**config.mk**
```make
export PLATFORM = sky130hd
export DESIGN_NAME = resp_command_array_parser
export DESIGN_NICKNAME = d
export VERILOG_FILES = /design/src/design/rcap_pkg.sv /design/src/design/rcap_in_reg.sv /design/src/design/rcap_parse_core.sv /design/src/design/rcap_out_reg.sv /design/src/design/resp_command_array_parser.sv
export SDC_FILE = /design/constraint.sdc
export NUM_CORES = 1
export LEC_CHECK = 0
export BUFFER_PORTS_ARGS = -buffer_cell sky130_fd_sc_hd__buf_4
export CAP_MARGIN = 20
export CORE_MARGIN = 2
export CORE_UTILIZATION = 45
export CTS_CLUSTER_SIZE = 8
export DETAILED_ROUTE_END_ITERATION = 8
export PLACE_DENSITY = 0.64
export SYNTH_ARGS = -nofsm -noshare
export SYNTH_HDL_FRONTEND = slang
export SYNTH_SLANG_ARGS = --single-unit
export TNS_END_PERCENT = 1
```
**constraint.sdc**
```tcl
create_clock -name clk -period 12.6 [get_ports clk]
set_input_delay 1.26 -clock clk [delete_from_list [all_inputs] [get_ports clk]]
set_output_delay 1.26 -clock clk [all_outputs]
set_load 0.02 [all_outputs]
```
**src/design/rcap_pkg.sv**
```systemverilog
// Package for the RESP array request parser.
// Holds phase, event and error codes, the result record and shared constants.
// No dependencies.
package rcap_pkg;

    // Default payload length width handed to the top level.
    localparam int LENGTH_BITS_DEF = 32;

    // Element count width limit; the count cap follows from it.
    localparam int COUNT_BITS = 16;
    localparam logic [15:0] COUNT_CAP =
        (COUNT_BITS >= 16) ? 16'hFFFF : 16'((32'd1 << COUNT_BITS) - 32'd1);

    // Reset values of the configuration registers.
    localparam logic [15:0] MAX_ELEMENTS_RST    = 16'd1024;
    localparam logic [31:0] MAX_BULK_LENGTH_RST = 32'd536870912;

    // Protocol characters.
    localparam logic [7:0] CH_STAR   = 8'h2A;
    localparam logic [7:0] CH_DOLLAR = 8'h24;
    localparam logic [7:0] CH_MINUS  = 8'h2D;
    localparam logic [7:0] CH_ONE    = 8'h31;
    localparam logic [7:0] CH_CR     = 8'h0D;
    localparam logic [7:0] CH_LF     = 8'h0A;
    localparam logic [7:0] CH_ZERO   = 8'h30;
    localparam logic [7:0] CH_NINE   = 8'h39;

    typedef enum logic [0:0] {
        REG_MAX_ELEMENTS    = 1'b0,
        REG_MAX_BULK_LENGTH = 1'b1
    } cfg_reg_t;

    typedef enum logic [3:0] {
        PH_IDLE     = 4'd0,
        PH_COUNT    = 4'd1,
        PH_COUNT_LF = 4'd2,
        PH_DOLLAR   = 4'd3,
        PH_LEN      = 4'd4,
        PH_NULL_ONE = 4'd5,
        PH_NULL_CR  = 4'd6,
        PH_NULL_LF  = 4'd7,
        PH_LEN_LF   = 4'd8,
        PH_DATA     = 4'd9,
        PH_DATA_CR  = 4'd10,
        PH_DATA_LF  = 4'd11
    } phase_t;

    typedef enum logic [1:0] {
        EV_BYTE = 2'd0,
        EV_ELEM = 2'd1,
        EV_ERR  = 2'd2
    } ev_kind_t;

    typedef enum logic [2:0] {
        ERR_NONE  = 3'd0,
        ERR_BYTE  = 3'd1,
        ERR_EMPTY = 3'd2,
        ERR_COUNT = 3'd3,
        ERR_LEN   = 3'd4
    } err_t;

    typedef struct packed {
        ev_kind_t    kind;
        logic [7:0]  data;
        logic [15:0] index;
        logic [31:0] length;
        logic        is_null;
        logic        last;
        err_t        code;
    } res_t;

endpackage

```
**src/design/rcap_in_reg.sv**
```systemverilog
// Input register of the RESP array request parser.
// Holds one accepted byte until the parse stage takes it; uses rcap_pkg.
module rcap_in_reg
    import rcap_pkg::*;
(
    input  logic       clk,
    input  logic       rst_n,
    input  logic       in_valid,
    output logic       in_ready,
    input  logic [7:0] byte_in,
    input  logic       drain_ok,
    output logic       step,
    output logic [7:0] byte_q
);

    logic       valid_reg;
    logic       valid_next;
    logic [7:0] byte_reg;

    // The held byte moves on whenever the result side can take its outcome.
    assign step     = valid_reg && drain_ok;
    assign in_ready = !valid_reg || drain_ok;
    assign byte_q   = byte_reg;

    always_comb
    begin
        valid_next = valid_reg;
        if (in_ready)
        begin
            valid_next = in_valid;
        end
    end

    always_ff @(posedge clk or negedge rst_n)
    begin
        if (!rst_n)
        begin
            valid_reg <= 1'b0;
        end
        else
        begin
            valid_reg <= valid_next;
        end
    end

    always_ff @(posedge clk)
    begin
        if (in_ready && in_valid)
        begin
            byte_reg <= byte_in;
        end
    end

endmodule

```
**src/design/rcap_parse_core.sv**
```systemverilog
// Parse stage of the RESP array request parser: phase machine, number
// accumulator and element counters. Uses rcap_pkg.
module rcap_parse_core
    import rcap_pkg::*;
#(
    parameter int LENGTH_BITS = LENGTH_BITS_DEF
)
(
    input  logic        clk,
    input  logic        rst_n,
    input  logic        step,
    input  logic [7:0]  byte_q,
    input  logic [15:0] max_elements,
    input  logic [31:0] max_bulk_length,
    output logic        res_valid,
    output res_t        res
);

    // Lengths never exceed 32 bits, so the accumulator stops there.
    localparam int ACC_W = (LENGTH_BITS < 32) ? LENGTH_BITS : 32;
    localparam int CMP_W = ACC_W + 4;
    localparam logic [31:0] LEN_CAP =
        (ACC_W >= 32) ? 32'hFFFF_FFFF : 32'((64'd1 << ACC_W) - 64'd1);

    phase_t             phase_reg, phase_next;
    logic [ACC_W-1:0]   acc_reg, acc_next;
    logic               seen_reg, seen_next;
    logic [15:0]        left_reg, left_next;
    logic [15:0]        cnt_reg, cnt_next;
    logic [ACC_W-1:0]   pay_left_reg, pay_left_next;
    logic [ACC_W-1:0]   pay_len_reg, pay_len_next;

    logic               is_digit;
    logic [CMP_W-1:0]   acc_ext;
    logic [CMP_W-1:0]   acc_new;
    logic [15:0]        cnt_lim;
    logic [31:0]        len_lim;
    logic               cnt_over;
    logic               len_over;
    logic [ACC_W-1:0]   pay_dec;
    logic [15:0]        left_dec;

    err_t               fail_code;
    logic               fin;
    logic               fin_null;

    assign is_digit = (byte_q >= CH_ZERO) && (byte_q <= CH_NINE);
    assign acc_ext  = CMP_W'(acc_reg);
    // acc * 10 + digit as two shifted adds; the low nibble of an ASCII digit is its value.
    assign acc_new  = (acc_ext << 3) + (acc_ext << 1) + CMP_W'(byte_q[3:0]);
    assign cnt_lim  = (max_elements < COUNT_CAP) ? max_elements : COUNT_CAP;
    assign len_lim  = (max_bulk_length < LEN_CAP) ? max_bulk_length : LEN_CAP;
    assign cnt_over = acc_new > CMP_W'(cnt_lim);
    assign len_over = acc_new > CMP_W'(ACC_W'(len_lim));
    assign pay_dec  = (pay_left_reg != '0) ? pay_left_reg - ACC_W'(1) : pay_left_reg;
    assign left_dec = left_reg - 16'd1;

    // Byte decode: error code, element completion.
    always_comb
    begin
        fail_code = ERR_NONE;
        fin       = 1'b0;
        fin_null  = 1'b0;
        case (phase_reg)
            PH_IDLE:
            begin
                if (byte_q != CH_STAR) fail_code = ERR_BYTE;
            end
            PH_COUNT:
            begin
                if (is_digit)
                begin
                    if (cnt_over) fail_code = ERR_COUNT;
                end
                else if (!(byte_q == CH_CR && seen_reg))
                begin
                    fail_code = ERR_BYTE;
                end
            end
            PH_COUNT_LF:
            begin
                if (byte_q != CH_LF) fail_code = ERR_BYTE;
                else if (acc_reg == '0) fail_code = ERR_EMPTY;
            end
            PH_DOLLAR:
            begin
                if (byte_q != CH_DOLLAR) fail_code = ERR_BYTE;
            end
            PH_LEN:
            begin
                if (is_digit)
                begin
                    if (len_over) fail_code = ERR_LEN;
                end
                else if (!(byte_q == CH_MINUS && !seen_reg) &&
                         !(byte_q == CH_CR && seen_reg))
                begin
                    fail_code = ERR_BYTE;
                end
            end
            PH_NULL_ONE:
            begin
                if (byte_q != CH_ONE) fail_code = ERR_BYTE;
            end
            PH_NULL_CR:
            begin
                if (byte_q != CH_CR) fail_code = ERR_BYTE;
            end
            PH_NULL_LF:
            begin
                if (byte_q != CH_LF) fail_code = ERR_BYTE;
                else
                begin
                    fin      = 1'b1;
                    fin_null = 1'b1;
                end
            end
            PH_LEN_LF:
            begin
                if (byte_q != CH_LF) fail_code = ERR_BYTE;
            end
            PH_DATA:
            begin
                fail_code = ERR_NONE;
            end
            PH_DATA_CR:
            begin
                if (byte_q != CH_CR) fail_code = ERR_BYTE;
            end
            PH_DATA_LF:
            begin
                if (byte_q != CH_LF) fail_code = ERR_BYTE;
                else fin = 1'b1;
            end
            default:
            begin
                fail_code = ERR_BYTE;
            end
        endcase
    end

    // Next state.
    always_comb
    begin
        phase_next    = phase_reg;
        acc_next      = acc_reg;
        seen_next     = seen_reg;
        left_next     = left_reg;
        cnt_next      = cnt_reg;
        pay_left_next = pay_left_reg;
        pay_len_next  = pay_len_reg;
        if (fail_code != ERR_NONE || (fin && left_dec == 16'd0))
        begin
            // Any error, or the final element, clears the command.
            phase_next    = PH_IDLE;
            acc_next      = '0;
            seen_next     = 1'b0;
            left_next     = '0;
            cnt_next      = '0;
            pay_left_next = '0;
            pay_len_next  = '0;
        end
        else if (fin)
        begin
            phase_next    = PH_DOLLAR;
            cnt_next      = cnt_reg + 16'd1;
            left_next     = left_dec;
            pay_left_next = '0;
            pay_len_next  = '0;
        end
        else
        begin
            case (phase_reg)
                PH_IDLE, PH_DOLLAR:
                begin
                    phase_next = (phase_reg == PH_IDLE) ? PH_COUNT : PH_LEN;
                    acc_next   = '0;
                    seen_next  = 1'b0;
                end
                PH_COUNT, PH_LEN:
                begin
                    if (is_digit)
                    begin
                        acc_next  = ACC_W'(acc_new);
                        seen_next = 1'b1;
                    end
                    else if (byte_q == CH_CR)
                    begin
                        phase_next = (phase_reg == PH_COUNT) ? PH_COUNT_LF : PH_LEN_LF;
                    end
                    else
                    begin
                        phase_next = PH_NULL_ONE;
                    end
                end
                PH_COUNT_LF:
                begin
                    left_next  = acc_reg[15:0];
                    cnt_next   = '0;
                    phase_next = PH_DOLLAR;
                end
                PH_NULL_ONE:
                begin
                    phase_next = PH_NULL_CR;
                end
                PH_NULL_CR:
                begin
                    phase_next = PH_NULL_LF;
                end
                PH_LEN_LF:
                begin
                    pay_len_next  = acc_reg;
                    pay_left_next = acc_reg;
                    phase_next    = (acc_reg == '0) ? PH_DATA_CR : PH_DATA;
                end
                PH_DATA:
                begin
                    pay_left_next = pay_dec;
                    if (pay_dec == '0) phase_next = PH_DATA_CR;
                end
                PH_DATA_CR:
                begin
                    phase_next = PH_DATA_LF;
                end
                default:
                begin
                    phase_next = phase_reg;
                end
            endcase
        end
    end

    // Result of this byte.
    always_comb
    begin
        res         = '0;
        res.kind    = EV_BYTE;
        res.code    = ERR_NONE;
        res_valid   = 1'b0;
        if (fail_code != ERR_NONE)
        begin
            res_valid = 1'b1;
            res.kind  = EV_ERR;
            res.code  = fail_code;
        end
        else if (fin)
        begin
            res_valid   = 1'b1;
            res.kind    = EV_ELEM;
            res.index   = cnt_reg;
            res.length  = fin_null ? 32'd0 : 32'(pay_len_reg);
            res.is_null = fin_null;
            res.last    = (left_reg == 16'd1);
        end
        else if (phase_reg == PH_DATA)
        begin
            res_valid  = 1'b1;
            res.kind   = EV_BYTE;
            res.data   = byte_q;
            res.index  = cnt_reg;
            res.length = 32'(pay_len_reg);
        end
    end

    always_ff @(posedge clk or negedge rst_n)
    begin
        if (!rst_n)
        begin
            phase_reg    <= PH_IDLE;
            acc_reg      <= '0;
            seen_reg     <= 1'b0;
            left_reg     <= '0;
            cnt_reg      <= '0;
            pay_left_reg <= '0;
            pay_len_reg  <= '0;
        end
        else if (step)
        begin
            phase_reg    <= phase_next;
            acc_reg      <= acc_next;
            seen_reg     <= seen_next;
            left_reg     <= left_next;
            cnt_reg      <= cnt_next;
            pay_left_reg <= pay_left_next;
            pay_len_reg  <= pay_len_next;
        end
    end

endmodule

```
**src/design/rcap_out_reg.sv**
```systemverilog
// Result register of the RESP array request parser.
// Holds one result until the consumer takes it; uses rcap_pkg.
module rcap_out_reg
    import rcap_pkg::*;
(
    input  logic clk,
    input  logic rst_n,
    input  logic step,
    input  logic res_valid,
    input  res_t res,
    output logic drain_ok,
    output logic out_valid,
    input  logic out_ready,
    output res_t res_q
);

    logic valid_reg;
    logic valid_next;
    res_t res_reg;

    assign drain_ok  = !valid_reg || out_ready;
    assign out_valid = valid_reg;
    assign res_q     = res_reg;

    always_comb
    begin
        valid_next = valid_reg;
        if (drain_ok)
        begin
            valid_next = step && res_valid;
        end
    end

    always_ff @(posedge clk or negedge rst_n)
    begin
        if (!rst_n)
        begin
            valid_reg <= 1'b0;
        end
        else
        begin
            valid_reg <= valid_next;
        end
    end

    always_ff @(posedge clk)
    begin
        if (drain_ok && step && res_valid)
        begin
            res_reg <= res;
        end
    end

endmodule

```
**src/design/resp_command_array_parser.sv**
```systemverilog
// Items pass the input register, then the parse stage, then the result register.
// Throughput: one item per cycle, limited only by out_ready; the input register and the
// result register each hold one item, and the parse stage decodes bytes combinationally.
// Reset (rst_n low, asynchronous) empties both registers, returns the parser to waiting
// for '*' with all counters cleared, and sets max_elements to 1024 and
// max_bulk_length to 2^29.
module resp_command_array_parser
    import rcap_pkg::*;
#(
    parameter int LENGTH_BITS = LENGTH_BITS_DEF
)
(
    input  logic        clk,
    input  logic        rst_n,
    // Request byte stream.
    input  logic        in_valid,
    output logic        in_ready,
    input  logic [7:0]  byte_in,
    // Parse events.
    output logic        out_valid,
    input  logic        out_ready,
    output logic [1:0]  event_kind,
    output logic [7:0]  data_byte,
    output logic [15:0] element_index,
    output logic [31:0] element_length,
    output logic        is_null,
    output logic        last_of_command,
    output logic [2:0]  error_code,
    // Configuration writes.
    input  logic        cfg_we,
    input  logic [0:0]  cfg_index,
    input  logic [31:0] cfg_data
);

    logic [15:0] max_elements_reg;
    logic [31:0] max_bulk_length_reg;

    logic        step;
    logic        drain_ok;
    logic [7:0]  byte_q;
    logic        res_valid;
    res_t        res;
    res_t        res_q;

    // The two limit registers. Writes are expected only while the parser is idle,
    // and take effect on the next digit checked.
    always_ff @(posedge clk or negedge rst_n)
    begin
        if (!rst_n)
        begin
            max_elements_reg    <= MAX_ELEMENTS_RST;
            max_bulk_length_reg <= MAX_BULK_LENGTH_RST;
        end
        else if (cfg_we)
        begin
            if (cfg_index == REG_MAX_ELEMENTS)
            begin
                max_elements_reg <= cfg_data[15:0];
            end
            else
            begin
                max_bulk_length_reg <= cfg_data;
            end
        end
    end

    // The input register takes a new item whenever its held item can move on,
    // so a full result register with a waiting consumer is the only stall.
    rcap_in_reg u_in_reg (
        .clk      (clk),
        .rst_n    (rst_n),
        .in_valid (in_valid),
        .in_ready (in_ready),
        .byte_in  (byte_in),
        .drain_ok (drain_ok),
        .step     (step),
        .byte_q   (byte_q)
    );

    // The parse stage advances its phase and counters once per byte moved on,
    // producing at most one result for it.
    rcap_parse_core #(
        .LENGTH_BITS (LENGTH_BITS)
    ) u_core (
        .clk             (clk),
        .rst_n           (rst_n),
        .step            (step),
        .byte_q          (byte_q),
        .max_elements    (max_elements_reg),
        .max_bulk_length (max_bulk_length_reg),
        .res_valid       (res_valid),
        .res             (res)
    );

    rcap_out_reg u_out_reg (
        .clk       (clk),
        .rst_n     (rst_n),
        .step      (step),
        .res_valid (res_valid),
        .res       (res),
        .drain_ok  (drain_ok),
        .out_valid (out_valid),
        .out_ready (out_ready),
        .res_q     (res_q)
    );

    assign event_kind      = res_q.kind;
    assign data_byte       = res_q.data;
    assign element_index   = res_q.index;
    assign element_length  = res_q.length;
    assign is_null         = res_q.is_null;
    assign last_of_command = res_q.last;
    assign error_code      = res_q.code;

endmodule

```
======== Yosys cells after proc, flatten, opt, wreduce, memory -nomap -nowiden ========
Index checks and enable logic that the tools add are counted.
word-level totals
  bits in registers ....................... 254
  input bits .............................. 46
  output and inout port bits .............. 65
  word-level logic and storage cells ...... 155
operators by class
  $add $sub $neg .......................... 5
  $lt $le $gt $ge ......................... 6
  equality and inequality tests ........... 23
  mux-type cells .......................... 56
  bitwise gates (word level) .............. 3
  reductions and logical operators ........ 43
operators by type and width
  kind                                                                     number
  32-bit 2-to-1 mux                                                        11
  32-bit case mux with 2 select lines                                      2
  16-bit 2-to-1 mux                                                        7
  48-bit 2-to-1 mux                                                        2
  32-bit zero test                                                         2
  35-bit by 33-bit adder with 36-bit output                                1
  36-bit by 4-bit adder with 36-bit output                                 1
  36-bit by 16-bit > comparator with 1-bit output                          1
  36-bit by 32-bit > comparator with 1-bit output                          1
  32-bit less-than comparator (second input constant)                      1
  4-bit case mux with 8 select lines                                       1
  32-bit nonzero test                                                      1
  32-bit by 1-bit subtractor with 32-bit output (second input constant)    1
  3-bit case mux with 9 select lines                                       1
  4-bit 2-to-1 mux                                                         6
  8-bit by 6-bit != test with 1-bit output (second input constant)         3
  16-bit by 1-bit adder with 16-bit output (second input constant)         1
  16-bit by 1-bit equality test with 1-bit output (second input constant)  1
  4-bit by 3-bit equality test with 1-bit output (second input constant)   4
  4-bit equality test (second input constant)                              4
  16-bit zero test                                                         1
  16-bit less-than comparator (second input constant)                      1
  1-bit 2-to-1 mux                                                         16
  8-bit by 4-bit != test with 1-bit output (second input constant)         2
  other kinds (26)                                                         64

======== Logic depth before layout (Yosys ltp) ========
Gate-level depths: netlist of the first run.
  word-level depth ........................ 11
  gate-level depth with buffers ........... 24
  depth with buffers taken out ............ 23

======== Cells and area by module ========
A second synthesis of the first run with hierarchy kept.
second synthesis, totals
  cells, all modules ...................... 1,643
  area total of the unflattened synthesis .. 15,855.2 um^2
modules (own cells, without submodules)
  module                     instances  cells each  area an instance (um^2)  seq. area each (um^2)
  rcap_parse_core            1          1,459       11,777.5                 3,328.2
  rcap_out_reg               1          68          1,951.9                  1,916.8
  resp_command_array_parser  1          103         1,825.5                  1,203.7
  rcap_in_reg                1          13          300.3                    265.3

======== Least setup slack after synthesis of the first run ========
OpenSTA, ideal clock, no wires.
  path type ............................... reg-to-reg
  start point ............................. reg u_in_reg.byte_reg[3], in the netlist u_in_reg.byte_q[3]
  end point ............................... reg u_out_reg.res_reg, in the netlist u_out_reg.res_q[0], enable pin
  setup time .............................. 0.417 ns
  arrival ................................. 5.916 ns
  data required time ...................... 12.183 ns
  slack ................................... 6.267 ns
  stages on the path, launching flop included .. 20
  buffers on the path ..................... 0
  clock period less this slack ............ 6.333 ns
  cells stage by stage .................... edfxtp_1 inv_1 fa_1 inv_1 fa_1 a21o_1 a221o_1 a21o_1 o211ai_1 o21bai_1 a2111oi_2 ha_1 nand4_1 or3_1 o311ai_0 o211ai_1 and4_1 a21bo_2 o21ai_0 inv_1
between the ends
  longest elaborated chain between the ends .. 10
  elaborated cells between the ends (all ways) .. 37
  classes of those cells .................. add/sub: 1; order compare: 4; eq/ne: 7; mux: 17; reduce/logical: 8
RTL lines
  what                                                                                              RTL line                source
  start, declared                                                                                   rcap_in_reg.sv:18       logic [7:0] byte_reg;
  start signal, assigned                                                                            rcap_in_reg.sv:50       byte_reg <= byte_in;
  parallel branches: the longest is 8 deep, another holds 36-bit by 4-bit adder with 36-bit output  -
  1-bit 2-to-1 mux (*)                                                                              rcap_parse_core.sv:240  if (fail_code != ERR_NONE)
  1-bit logical AND (*)                                                                             rcap_out_reg.sv:48      if (drain_ok && step && res_valid)
  end signal, assigned                                                                              rcap_out_reg.sv:50      res_reg <= res;
  end, declared                                                                                     rcap_out_reg.sv:19      res_t res_reg;
Every way passes the cells marked *.
A chain may end at the register's enable or synchronous reset.

======== Worst setup path in the final report of the first run ========
  start point ............................. reg u_core.acc_reg[0]
  end point ............................... reg u_out_reg.res_reg, in the netlist u_out_reg.res_q[53], enable pin
between the ends
  longest elaborated chain between the ends .. 9
  elaborated cells between the ends (all ways) .. 15
  classes of those cells .................. add/sub: 2; order compare: 2; mux: 8; reduce/logical: 3
RTL lines
  what                                                                                                                RTL line                                      source
  start, declared                                                                                                     rcap_parse_core.sv:26                         logic [ACC_W-1:0] acc_reg, acc_next;
  start signal, assigned                                                                                              rcap_parse_core.sv:280                        acc_reg <= acc_next;
  35-bit by 33-bit adder with 36-bit output                                                                           rcap_parse_core.sv:50                         assign acc_new = (acc_ext << 3) + (acc_ext << 1) + CMP_W'(byte_q[3:0]);
  36-bit by 4-bit adder with 36-bit output                                                                            rcap_parse_core.sv:50
  36-bit by 16-bit > comparator with 1-bit output or 36-bit by 32-bit > comparator with 1-bit output (tied branches)  rcap_parse_core.sv:53, rcap_parse_core.sv:54
  2-bit 2-to-1 mux or 3-bit 2-to-1 mux (tied branches)                                                                rcap_parse_core.sv:73, rcap_parse_core.sv:93
  3-bit 2-to-1 mux, on equally long branches                                                                          rcap_parse_core.sv:71, rcap_parse_core.sv:91
  3-bit case mux with 9 select lines (*)                                                                              rcap_parse_core.sv:64                         case (phase_reg)
  3-bit nonzero test (*)                                                                                              rcap_parse_core.sv:240
  1-bit 2-to-1 mux (*)                                                                                                rcap_parse_core.sv:240
  1-bit logical AND (*)                                                                                               rcap_out_reg.sv:48
Every way passes the cells marked *; elsewhere a longest branch is shown, timed or not.

==> impl_metrics.ini, run 1 <==
[timing]
finalHoldViolCount = 0
max_slew_margin = 0.254
setup_repair_after_global_routing_missed_its_margin = no
timing.clock.skew_ns = 0.0128
period_share = 0.574
setup_viol = 0
fin_tns_setup_ns = 0
slew_viol_final = 0
timing_worst_slew_pin_value_ns = 1.12
minimum_period_implied_by_the_final_worst_setup_slack_ns = 7.23
fmax_ghz = 0.138

[global_routing]
global_route_wire_length_before_repair_um = 76600
grt_antenna_before_repair = 1
grt.overflow.total = 0
vias_in_the_first_global_route = 13805
grt_max_degree = 78
grt_util_all_layers = 0.255

[worst_hold_path]
hold_path.class = reg -> reg

[synth]
async_reset_ff_frac = 0.720
synth_largest_type_area_fraction = 0.281
top_post_synthesis_cells_by_area = dfrtp_1 (28%), edfxtp_1 (13%), ha_1 (9.1%)
post_synth.cell_area_avg_um2 = 9.53
synth-warning-count = 0
seq_area_frac_synth = 0.417
synth_cell_type_count = 99
netlist_instances = 1690
postSynthRegisterBits = 254
post_synth_instance_area_um2 = 16100
netlist.top_cell.by_area = dfrtp_1
synth_edf_count = 71
mappedNetlistNets = 1855
post_synth_top_flop = dfrtp_1

[pwr]
p_per_area_nw_per_um2 = 170
total_power_mw = 3.11
worst_ir_drop_vdd_mv = 0.132
leakagePower_nw = 8.14

[final_layout]
most-common-layout-cells = dfrtp_1 (181), buf_4 (127), a21oi_1 (118)
max_reg_flops = 63
area.growth.synth_to_final_pct = 13.7
layout.cells.most_common = dfrtp_1
design.final.nets = 1930
num_antenna_cells = 0
share_of_final_layout_standard_cells_stronger_than_drive_strength_1 = 0.138

[critical_path]
cp-start-kind = flip-flop
worst-path-buf-inv = 4
path_cells = inv_1 -> fa_1 -> inv_1 -> fa_1 -> a21o_1 -> a221o_1 -> a21oi_2 -> a21boi_1 -> or3_1 -> and2_1 -> ha_1 -> nand3_1 -> nor2_1 -> nand2_1 -> nor3_1 -> o21ai_0 -> a31oi_1 -> o211ai_1 -> and4_1 -> a21bo_2 -> o21ai_0 -> inv_2 -> buf_4
critPathCaptureType = flip-flop
timing.critical_path.required_ns = 12.76
critPathKind = reg -> reg
worst_path_largest_cell_delay_ns = 0.55
cp.arrival_ns = 7.39
critical_path.top_delay_family = compound AO/OA/AOI/OAI gates
worst-path-max-fanout = 42
crit_path_top_delay_cell = buf_4

[placement]
gp_congestion = 0.927
io_buffer_count = 110
hpwl_um = 34500

[route]
final_antenna_net_count = 0
routed_wl_per_cell_um = 21.5
routed_via_density = 6.26
wl_um = 48500
detailroute.via_count = 14110
drt_first_iter_violations = 1238
drc = 0
detailedRoute.firstPassIterationCount = 5

[floorplanning]
design.die.area_um2 = 37300
floorplan.initialDensity = 0.455
core-area_um2 = 35400
boundaryPins = 111
fp.dieW_um = 193
die_height_um = 193
fp-row-count = 69

[clock_network]
post_cts.resized_instances = 0
tritoncts = yes
postCtsSetupRepairBufs = 0
numCtsBuffers = 37
path_clk_slew_ns = 0.05
tritoncts_num_sinks = 254
cts_max_path_buffers = 3
post_cts_hold_buffer_count = 0
cts.htree.levels = 2
clock-root-buffer = clkbuf_16
clock_latency_ns = 0.53

[flow_run]
max_cap_viol_count = 0

[run_status]
outcome = complete, no violations
==> power breakdown <==
group          internal, mW  switching, mW
clock                 0.552          0.374
sequential             1.01         0.0879
combinational         0.356          0.728
total                  1.92           1.19
==> per-layer routing <==
| layer | vias to the layer above | wire length (µm) | global-route usage |
|---|---|---|---|
| met4 | 2 | 1820 | 0.101 |
| li1 | 6505 | - | - |
| met1 | 6884 | 20600 | 0.343 |
| met5 | - | 8 | 0 |
| met2 | 601 | 22500 | 0.405 |
| met3 | 118 | 3630 | 0.0540 |
==> kinds of logic after synthesis <==
group | Yosys count | synth area share
AND/OR/NAND/NOR | 507 | 0.166
adder cells (fa/ha/maj) | 119 | 0.0934
XOR/XNOR | 33 | 0.0184
buffers and inverters | 204 | 0.0537
multiplexers | 47 | 0.0318
flip-flops | 254 | 0.417
AO/OA/AOI/OAI | 526 | 0.220
==> layout make-up <==
class                      instances  area (µm²)
fill                            3313       17100
multi-input combinational       1232        8550
sequential                       254        6710
clock buffer                      63        1020
timing repair buffer             129         992
tap                              461         577
inverter                         111         417
clock inverter                     3        37.5
==> per-stage QoR <==
| step | setup WS [ns] | area, µm² | instances | hold slack [ns] | utilization |
|---|---|---|---|---|---|
| global route | 5.09 | 18300 | 2253 | 0.513 | 0.517 |
| global placement | 5.57 | 17200 | 2185 | 0.468 | 0.486 |
| detailed placement | 5.45 | 17200 | 2186 | 0.487 | 0.487 |
| finish | 5.37 | 18300 | 2253 | 0.499 | 0.517 |
| CTS | 5.44 | 18300 | 2252 | 0.497 | 0.517 |
| floorplan | 6.27 | 16100 | 1690 | 0.448 | - |
==> Yosys cell counts, types with 8 or more instances <==
| master | count |
|---|---|
| nand4_1 | 26 |
| nand2b_1 | 8 |
| inv_1 | 108 |
| nand3_1 | 34 |
| nand2_1 | 112 |
| and2_1 | 42 |
| o211ai_1 | 14 |
| nor2_1 | 97 |
| edfxtp_1 | 71 |
| a31oi_1 | 40 |
| or3_1 | 21 |
| xnor2_1 | 20 |
| buf_2 | 19 |
| mux2i_1 | 13 |
| clkbuf_1 | 59 |
| nor2b_1 | 10 |
| and3_1 | 14 |
| a211oi_1 | 16 |
| nor4_1 | 30 |
| a21oi_1 | 118 |
| mux2_2 | 34 |
| o21ai_0 | 116 |
| ha_1 | 117 |
| dfrtp_1 | 181 |
| a21o_1 | 25 |
| nor3_1 | 61 |
| a32o_1 | 30 |
| o21a_1 | 8 |
| a21boi_0 | 9 |
| xor2_1 | 12 |
| o22ai_1 | 21 |
| a22o_1 | 32 |
==> final timing paths <==
kind	startpoint	end	slack, ns	cells after the start
max reg2reg	u_core.acc_reg[0]	u_out_reg.res_q[53]	5.37	23
max	u_core.acc_reg[0]	u_out_reg.res_q[53]	5.37	23
min reg2reg	u_core.pay_len_reg[13]	u_core.pay_len_reg[13]	0.50	1
max in group asynchronous	rst_n	max_bulk_length_reg[28]	10.55	2
min in group asynchronous	rst_n	u_core.cnt_reg[2]	0.71	1
min	u_core.pay_len_reg[13]	u_core.pay_len_reg[13]	0.50	1
(Power assumes the default switching activity.)
==> inputs of run 2 (changes only) <==
Settings changed: PLACE_DENSITY 0.64 to 0.67.
Clock period 12.6 ns to 6.34 ns, I/O delays scaled along.
==> run 2 against run 1 <==
Effect of this change: core utilization rose by 1.4 points; combinational power grew 110%; cell count grew 2.0%; sequential power is 98% higher; non-clock buffer count increased by 44; critical path depth shrank 1; worst hold slack got worse by 0.38 ns; sequential cell count unchanged; worst setup slack got worse by 5.2 ns; die area unchanged; via count up 1.3%; sequential share of layout area fell by 0.94 points; largest cell class unchanged; highest routed layer is now met4.
==> impl_metrics.ini, run 2 (synthesized netlist as in run 1, its figures left out) <==
[timing]
timing_worst_slew_pin_value_ns = 1.11
timing.clock.skew_ns = 0.0302
minimum_period_implied_by_the_final_worst_setup_slack_ns = 6.18
setup_ws_ns = 0.157
setup_repair_after_global_routing_missed_its_margin = no
fmax_ghz = 0.162
finalHoldViolCount = 0
setup_viol = 0
slew_viol_final = 0
max_slew_margin = 0.256
hold_ws_ns = 0.117
period_share = 0.975

[clock_network]
cts_max_path_buffers = 3
cts.htree.levels = 2
numCtsBuffers = 37
clock-root-buffer = clkbuf_16
clock_latency_ns = 0.55
path_clk_slew_ns = 0.05
post_cts_hold_buffer_count = 0
tritoncts_num_sinks = 254
tritoncts = yes

[critical_path]
rrSetupSlack_ns = 0.16
worst-r2r-cell-count = 22
critical_path.top_delay_family = compound AO/OA/AOI/OAI gates
regToRegStartpoint = u_in_reg.byte_q[3]
crit_path_top_delay_cell = fa_1
critPathKind = reg -> reg
timing.critical_path.required_ns = 6.80
critical_path.reg2reg.endpoint = u_core.pay_len_reg[19]
worst-path-max-fanout = 10
cp.arrival_ns = 6.65
critPathCaptureType = flip-flop
cp-start-kind = flip-flop
worst-path-buf-inv = 5
worst_path_largest_cell_delay_ns = 0.55
path_cells = inv_1 -> fa_1 -> inv_1 -> fa_1 -> a21o_1 -> a221o_2 -> a21o_1 -> o211ai_1 -> o21bai_1 -> a2111oi_4 -> ha_1 -> a21o_1 -> a21oi_1 -> o311ai_1 -> buf_4 -> o211ai_1 -> and4_1 -> a21bo_2 -> buf_4 -> nor3_4 -> buf_4 -> a22o_1

[placement]
gp_congestion = 0.975
place_area_um2 = 17500
io_buffer_count = 110
place_worst_setup_slack_ns = -0.258
hpwl_um = 34100

[floorplanning]
design.die.area_um2 = 37300
die_height_um = 193
boundaryPins = 111
floorplan.initialDensity = 0.455
fp-row-count = 69
core-area_um2 = 35400
fp.dieW_um = 193

[global_routing]
grt.overflow.total = 0
vias_in_the_first_global_route = 13865
grt_util_all_layers = 0.252
global_route_wire_length_before_repair_um = 76400
grt_antenna_before_repair = 0
grt_max_degree = 79

[final_layout]
max_reg_flops = 63
share_of_final_layout_standard_cells_stronger_than_drive_strength_1 = 0.164
num_antenna_cells = 0
most-common-layout-cells = dfrtp_1 (181), buf_4 (166), a21oi_1 (118)
fin_area_um2 = 18800
layout.cells.most_common = dfrtp_1
area.growth.synth_to_final_pct = 16.7
n_fill_cell = 3236
fin_util = 0.531
design.final.nets = 1975

[pwr]
total_power_mw = 6.33
p_per_area_nw_per_um2 = 337
leakagePower_nw = 8.42
worst_ir_drop_vdd_mv = 0.231

[flow_run]
max_cap_viol_count = 0

[route]
detailroute.via_count = 14290
routed_wl_per_cell_um = 21.0
drt_first_iter_violations = 1330
final_antenna_net_count = 0
drc = 0
routed_via_density = 6.22
detailedRoute.firstPassIterationCount = 6
wl_um = 48200

[worst_hold_path]
hold_path.class = in -> async

[run_status]
outcome = complete, no violations
run 2: cell count changes in the layout (fill, tap and decap cells not counted), sizes merged:
cell,previous run,this run
a21boi,11,12
buf,129,172
inv,113,111
clkinv,1,3
run 2: layout make-up:
| cell class | count | area, µm² | share of cell area |
|---|---|---|---|
| Clock buffer | 62 | 1030 | 0.0548 |
| Clock inverter | 3 | 66.3 | 0.00353 |
| Timing Repair Buffer | 173 | 1370 | 0.0728 |
| Tap cell | 461 | 577 | 0.0307 |
| Multi-Input combinational cell | 1233 | 8620 | 0.459 |
| Inverter | 111 | 417 | 0.0222 |
| Sequential cell | 254 | 6710 | 0.357 |
run 2: worst max-delay path by stage:
stage / startpoint / endpoint / slack, ns / cells past startpoint
4_1_cts: u_in_reg.byte_q[3] / u_core.pay_len_reg[20] / -0.02 / 22
2_1_floorplan: u_in_reg.byte_q[3] / u_out_reg.res_q[0] / 0.007 / 19
6_report: u_in_reg.byte_q[3] / u_core.pay_len_reg[19] / 0.16 / 22
3_5_place_dp: u_in_reg.byte_q[3] / u_core.cnt_reg[10] / -0.26 / 21
5_1_grt: u_in_reg.byte_q[3] / u_out_reg.res_q[34] / 0.003 / 21
3_3_place_gp: u_in_reg.byte_q[3] / u_core.pay_len_reg[16] / -0.17 / 21
run 2: repair_timing:
| item | CTS | global route |
|---|---|---|
| pin swaps | 1 | 3 |
| cloned | 1 | 2 |
| endpoints found under the hold margin | 0 | 0 |
| setup buffers | 0 | 4 |
| setup endpoints to repair | 185 | 192 |
| gates resized for setup | 4 | 15 |
run 2: per-stage QoR:
step           setup TNS, ns  cells
2_1_floorplan              0   1690
3_3_place_gp          -10.78   2225
3_5_place_dp          -18.24   2225
4_1_cts              -0.0339   2291
5_1_grt                    0   2297
6_report                   0   2297
run 2: where the power goes:
| part | switching (mW) | internal (mW) |
|---|---|---|
| Sequential | 0.170 | 2.01 |
| Clock | 0.756 | 1.11 |
| Combinational | 1.47 | 0.817 |
run 2: per-layer routing:
| layer | vias up | track usage | wire, µm |
|---|---|---|---|
| met4 | 0 | 0.0975 | 1790 |
| met1 | 6961 | 0.341 | 20200 |
| met2 | 620 | 0.410 | 22500 |
| met3 | 111 | 0.0370 | 3680 |
| met5 | - | 0 | 0 |
| li1 | 6598 | - | - |
==> inputs of run 3 (changes only) <==
Settings changed: RECOVER_POWER from default to 50.
==> run 3 against run 2 <==
Effect of this change: the run now ends with max-capacitance violations, max-slew violations left; via count down 0.25%; sequential cell count unchanged; total power is 0.52% lower; critical path depth unchanged; die area unchanged; cell count did not move; wire length is essentially flat; clock skew fell by 0.0015 ns; largest cell class unchanged.
==> impl_metrics.ini, run 3 (synthesized netlist as in run 1, its figures left out) <==
[final_layout]
share_of_final_layout_standard_cells_stronger_than_drive_strength_1 = 0.156
num_antenna_cells = 0
n_fill_cell = 3256
most-common-layout-cells = dfrtp_1 (181), buf_4 (142), a21oi_1 (118)
fin_util = 0.529
area.growth.synth_to_final_pct = 16.3
max_reg_flops = 63
layout.cells.most_common = dfrtp_1
design.final.nets = 1975

[route]
drt_first_iter_violations = 1302
routed.top_layer = met4
routed_via_density = 6.21
drc = 0
dr_wl_met3_um = 3490
routed_wl_per_cell_um = 21.0
wl_met1_um = 20300
detailroute.via_count = 14254
metal2_wl_um = 22500
wl_um = 48200
final_antenna_net_count = 0
detailedRoute.firstPassIterationCount = 5

[clock_network]
numCtsBuffers = 37
post_cts_hold_buffer_count = 0
path_clk_slew_ns = 0.05
clock-root-buffer = clkbuf_16
cts.htree.levels = 2
tritoncts_num_sinks = 254
tritoncts = yes
clock_latency_ns = 0.55
cts_max_path_buffers = 3

[critical_path]
path_cells = inv_1 -> fa_1 -> inv_1 -> fa_1 -> a21o_1 -> a221o_2 -> a21o_1 -> o211ai_1 -> o21bai_1 -> a2111oi_4 -> ha_1 -> a21o_1 -> a21oi_1 -> o311ai_1 -> buf_4 -> o211ai_1 -> and4_1 -> a21bo_2 -> buf_4 -> nor3_4 -> buf_4 -> a22o_1
worst_path_largest_cell_delay_ns = 0.55
crit_path_top_delay_cell = fa_1
critPathKind = reg -> reg
critical_path.top_delay_family = compound AO/OA/AOI/OAI gates
critPathCaptureType = flip-flop
cp.arrival_ns = 6.63
worst-path-max-fanout = 10
rrSetupSlack_ns = 0.18
timing.critical_path.required_ns = 6.81
worst-path-buf-inv = 5
cp-start-kind = flip-flop

[floorplanning]
floorplan.initialDensity = 0.455
fp-row-count = 69
core-area_um2 = 35400
design.die.area_um2 = 37300
die_height_um = 193
boundaryPins = 111
fp.dieW_um = 193

[flow_run]
max_cap_viol_count = 4

[timing]
slew_viol_final = 201
max_slew_margin = -1.66
finalHoldViolCount = 0
timing.clock.skew_ns = 0.0287
setup_ws_ns = 0.179
setup_viol = 0
minimum_period_implied_by_the_final_worst_setup_slack_ns = 6.16
hold_ws_ns = 0.295
timing_worst_slew_pin_value_ns = 4.00
period_share = 0.972
fmax_ghz = 0.162
setup_repair_after_global_routing_missed_its_margin = no

[placement]
io_buffer_count = 110
hpwl_um = 34100
place_worst_setup_slack_ns = -0.258
gp_congestion = 0.975

[global_routing]
grt_antenna_before_repair = 0
vias_in_the_first_global_route = 13865
grt_max_degree = 79
grt_util_all_layers = 0.252
grt.overflow.total = 0
global_route_wire_length_before_repair_um = 76400

[run_status]
outcome = finished with violations
failed_checks = max-capacitance violations, max-slew violations

[pwr]
p_per_area_nw_per_um2 = 336
worst_ir_drop_vdd_mv = 0.231
leakagePower_nw = 8.36

[worst_hold_path]
hold_path.class = in -> reg
run 3: cell count changes in the layout (fill, tap and decap cells not counted):
cell	before	now
buf_6	2	1
clkbuf_2	0	2
nor2b_2	1	0
clkbuf_1	24	38
buf_4	166	142
and2_1	41	40
nor2b_1	9	10
and2_0	0	1
clkbuf_4	0	9
run 3: routing by layer:
| metal | vias up | global-route usage |
|---|---|---|
| li1 | 6597 | - |
| met1 | 6964 | 0.341 |
| met2 | 576 | 0.410 |
| met3 | 117 | 0.0370 |
| met4 | 0 | 0.0975 |
| met5 | - | 0 |
run 3: what timing repair did:
item                       4_1_cts  5_1_grt
pin swaps                        1        3
resized for setup                4       15
buffers inserted                 0        4
cloned                           1        2
setup endpoints to repair      185      192
run 3: report_power, final:
part	internal, mW	switching [mW]	leakage [nW]
clock network	1.11	0.754	0.520
registers	2.01	0.169	3.13
logic	0.791	1.46	4.71
total	3.91	2.39	8.36
run 3: cell type report:
cell class / instances / area [µm²] / share of cell area
Inverter: 111 / 417 / 0.0222
Sequential cell: 254 / 6710 / 0.358
Multi-Input combinational cell: 1233 / 8620 / 0.460
Clock buffer: 62 / 1030 / 0.0550
Timing Repair Buffer: 173 / 1310 / 0.0698
Tap cell: 461 / 577 / 0.0308
Clock inverter: 3 / 66.3 / 0.00354
run 3: final timing paths:
check,start,end,cells past startpoint
max,u_in_reg.byte_q[3],u_core.pay_len_reg[19],22
min,in_valid,u_in_reg.valid_reg,2
max reg2reg,u_in_reg.byte_q[3],u_core.pay_len_reg[19],22
min reg2reg,u_core.pay_len_reg[27],u_core.pay_len_reg[27],1
max in group asynchronous,rst_n,u_out_reg.out_valid,2
min in group asynchronous,rst_n,max_bulk_length_reg[27],1
run 3: per-stage QoR:
step | instance area, µm² | TNS [ns] | instances | power, mW
floorplan | 16100 | 0 | 1690 | 3.60
global placement | 17500 | -10.78 | 2225 | 4.33
detailed placement | 17500 | -18.24 | 2225 | 4.38
CTS | 18700 | -0.0339 | 2291 | 6.28
global route | 18700 | 0 | 2297 | 6.60
finish | 18700 | 0 | 2297 | 6.30
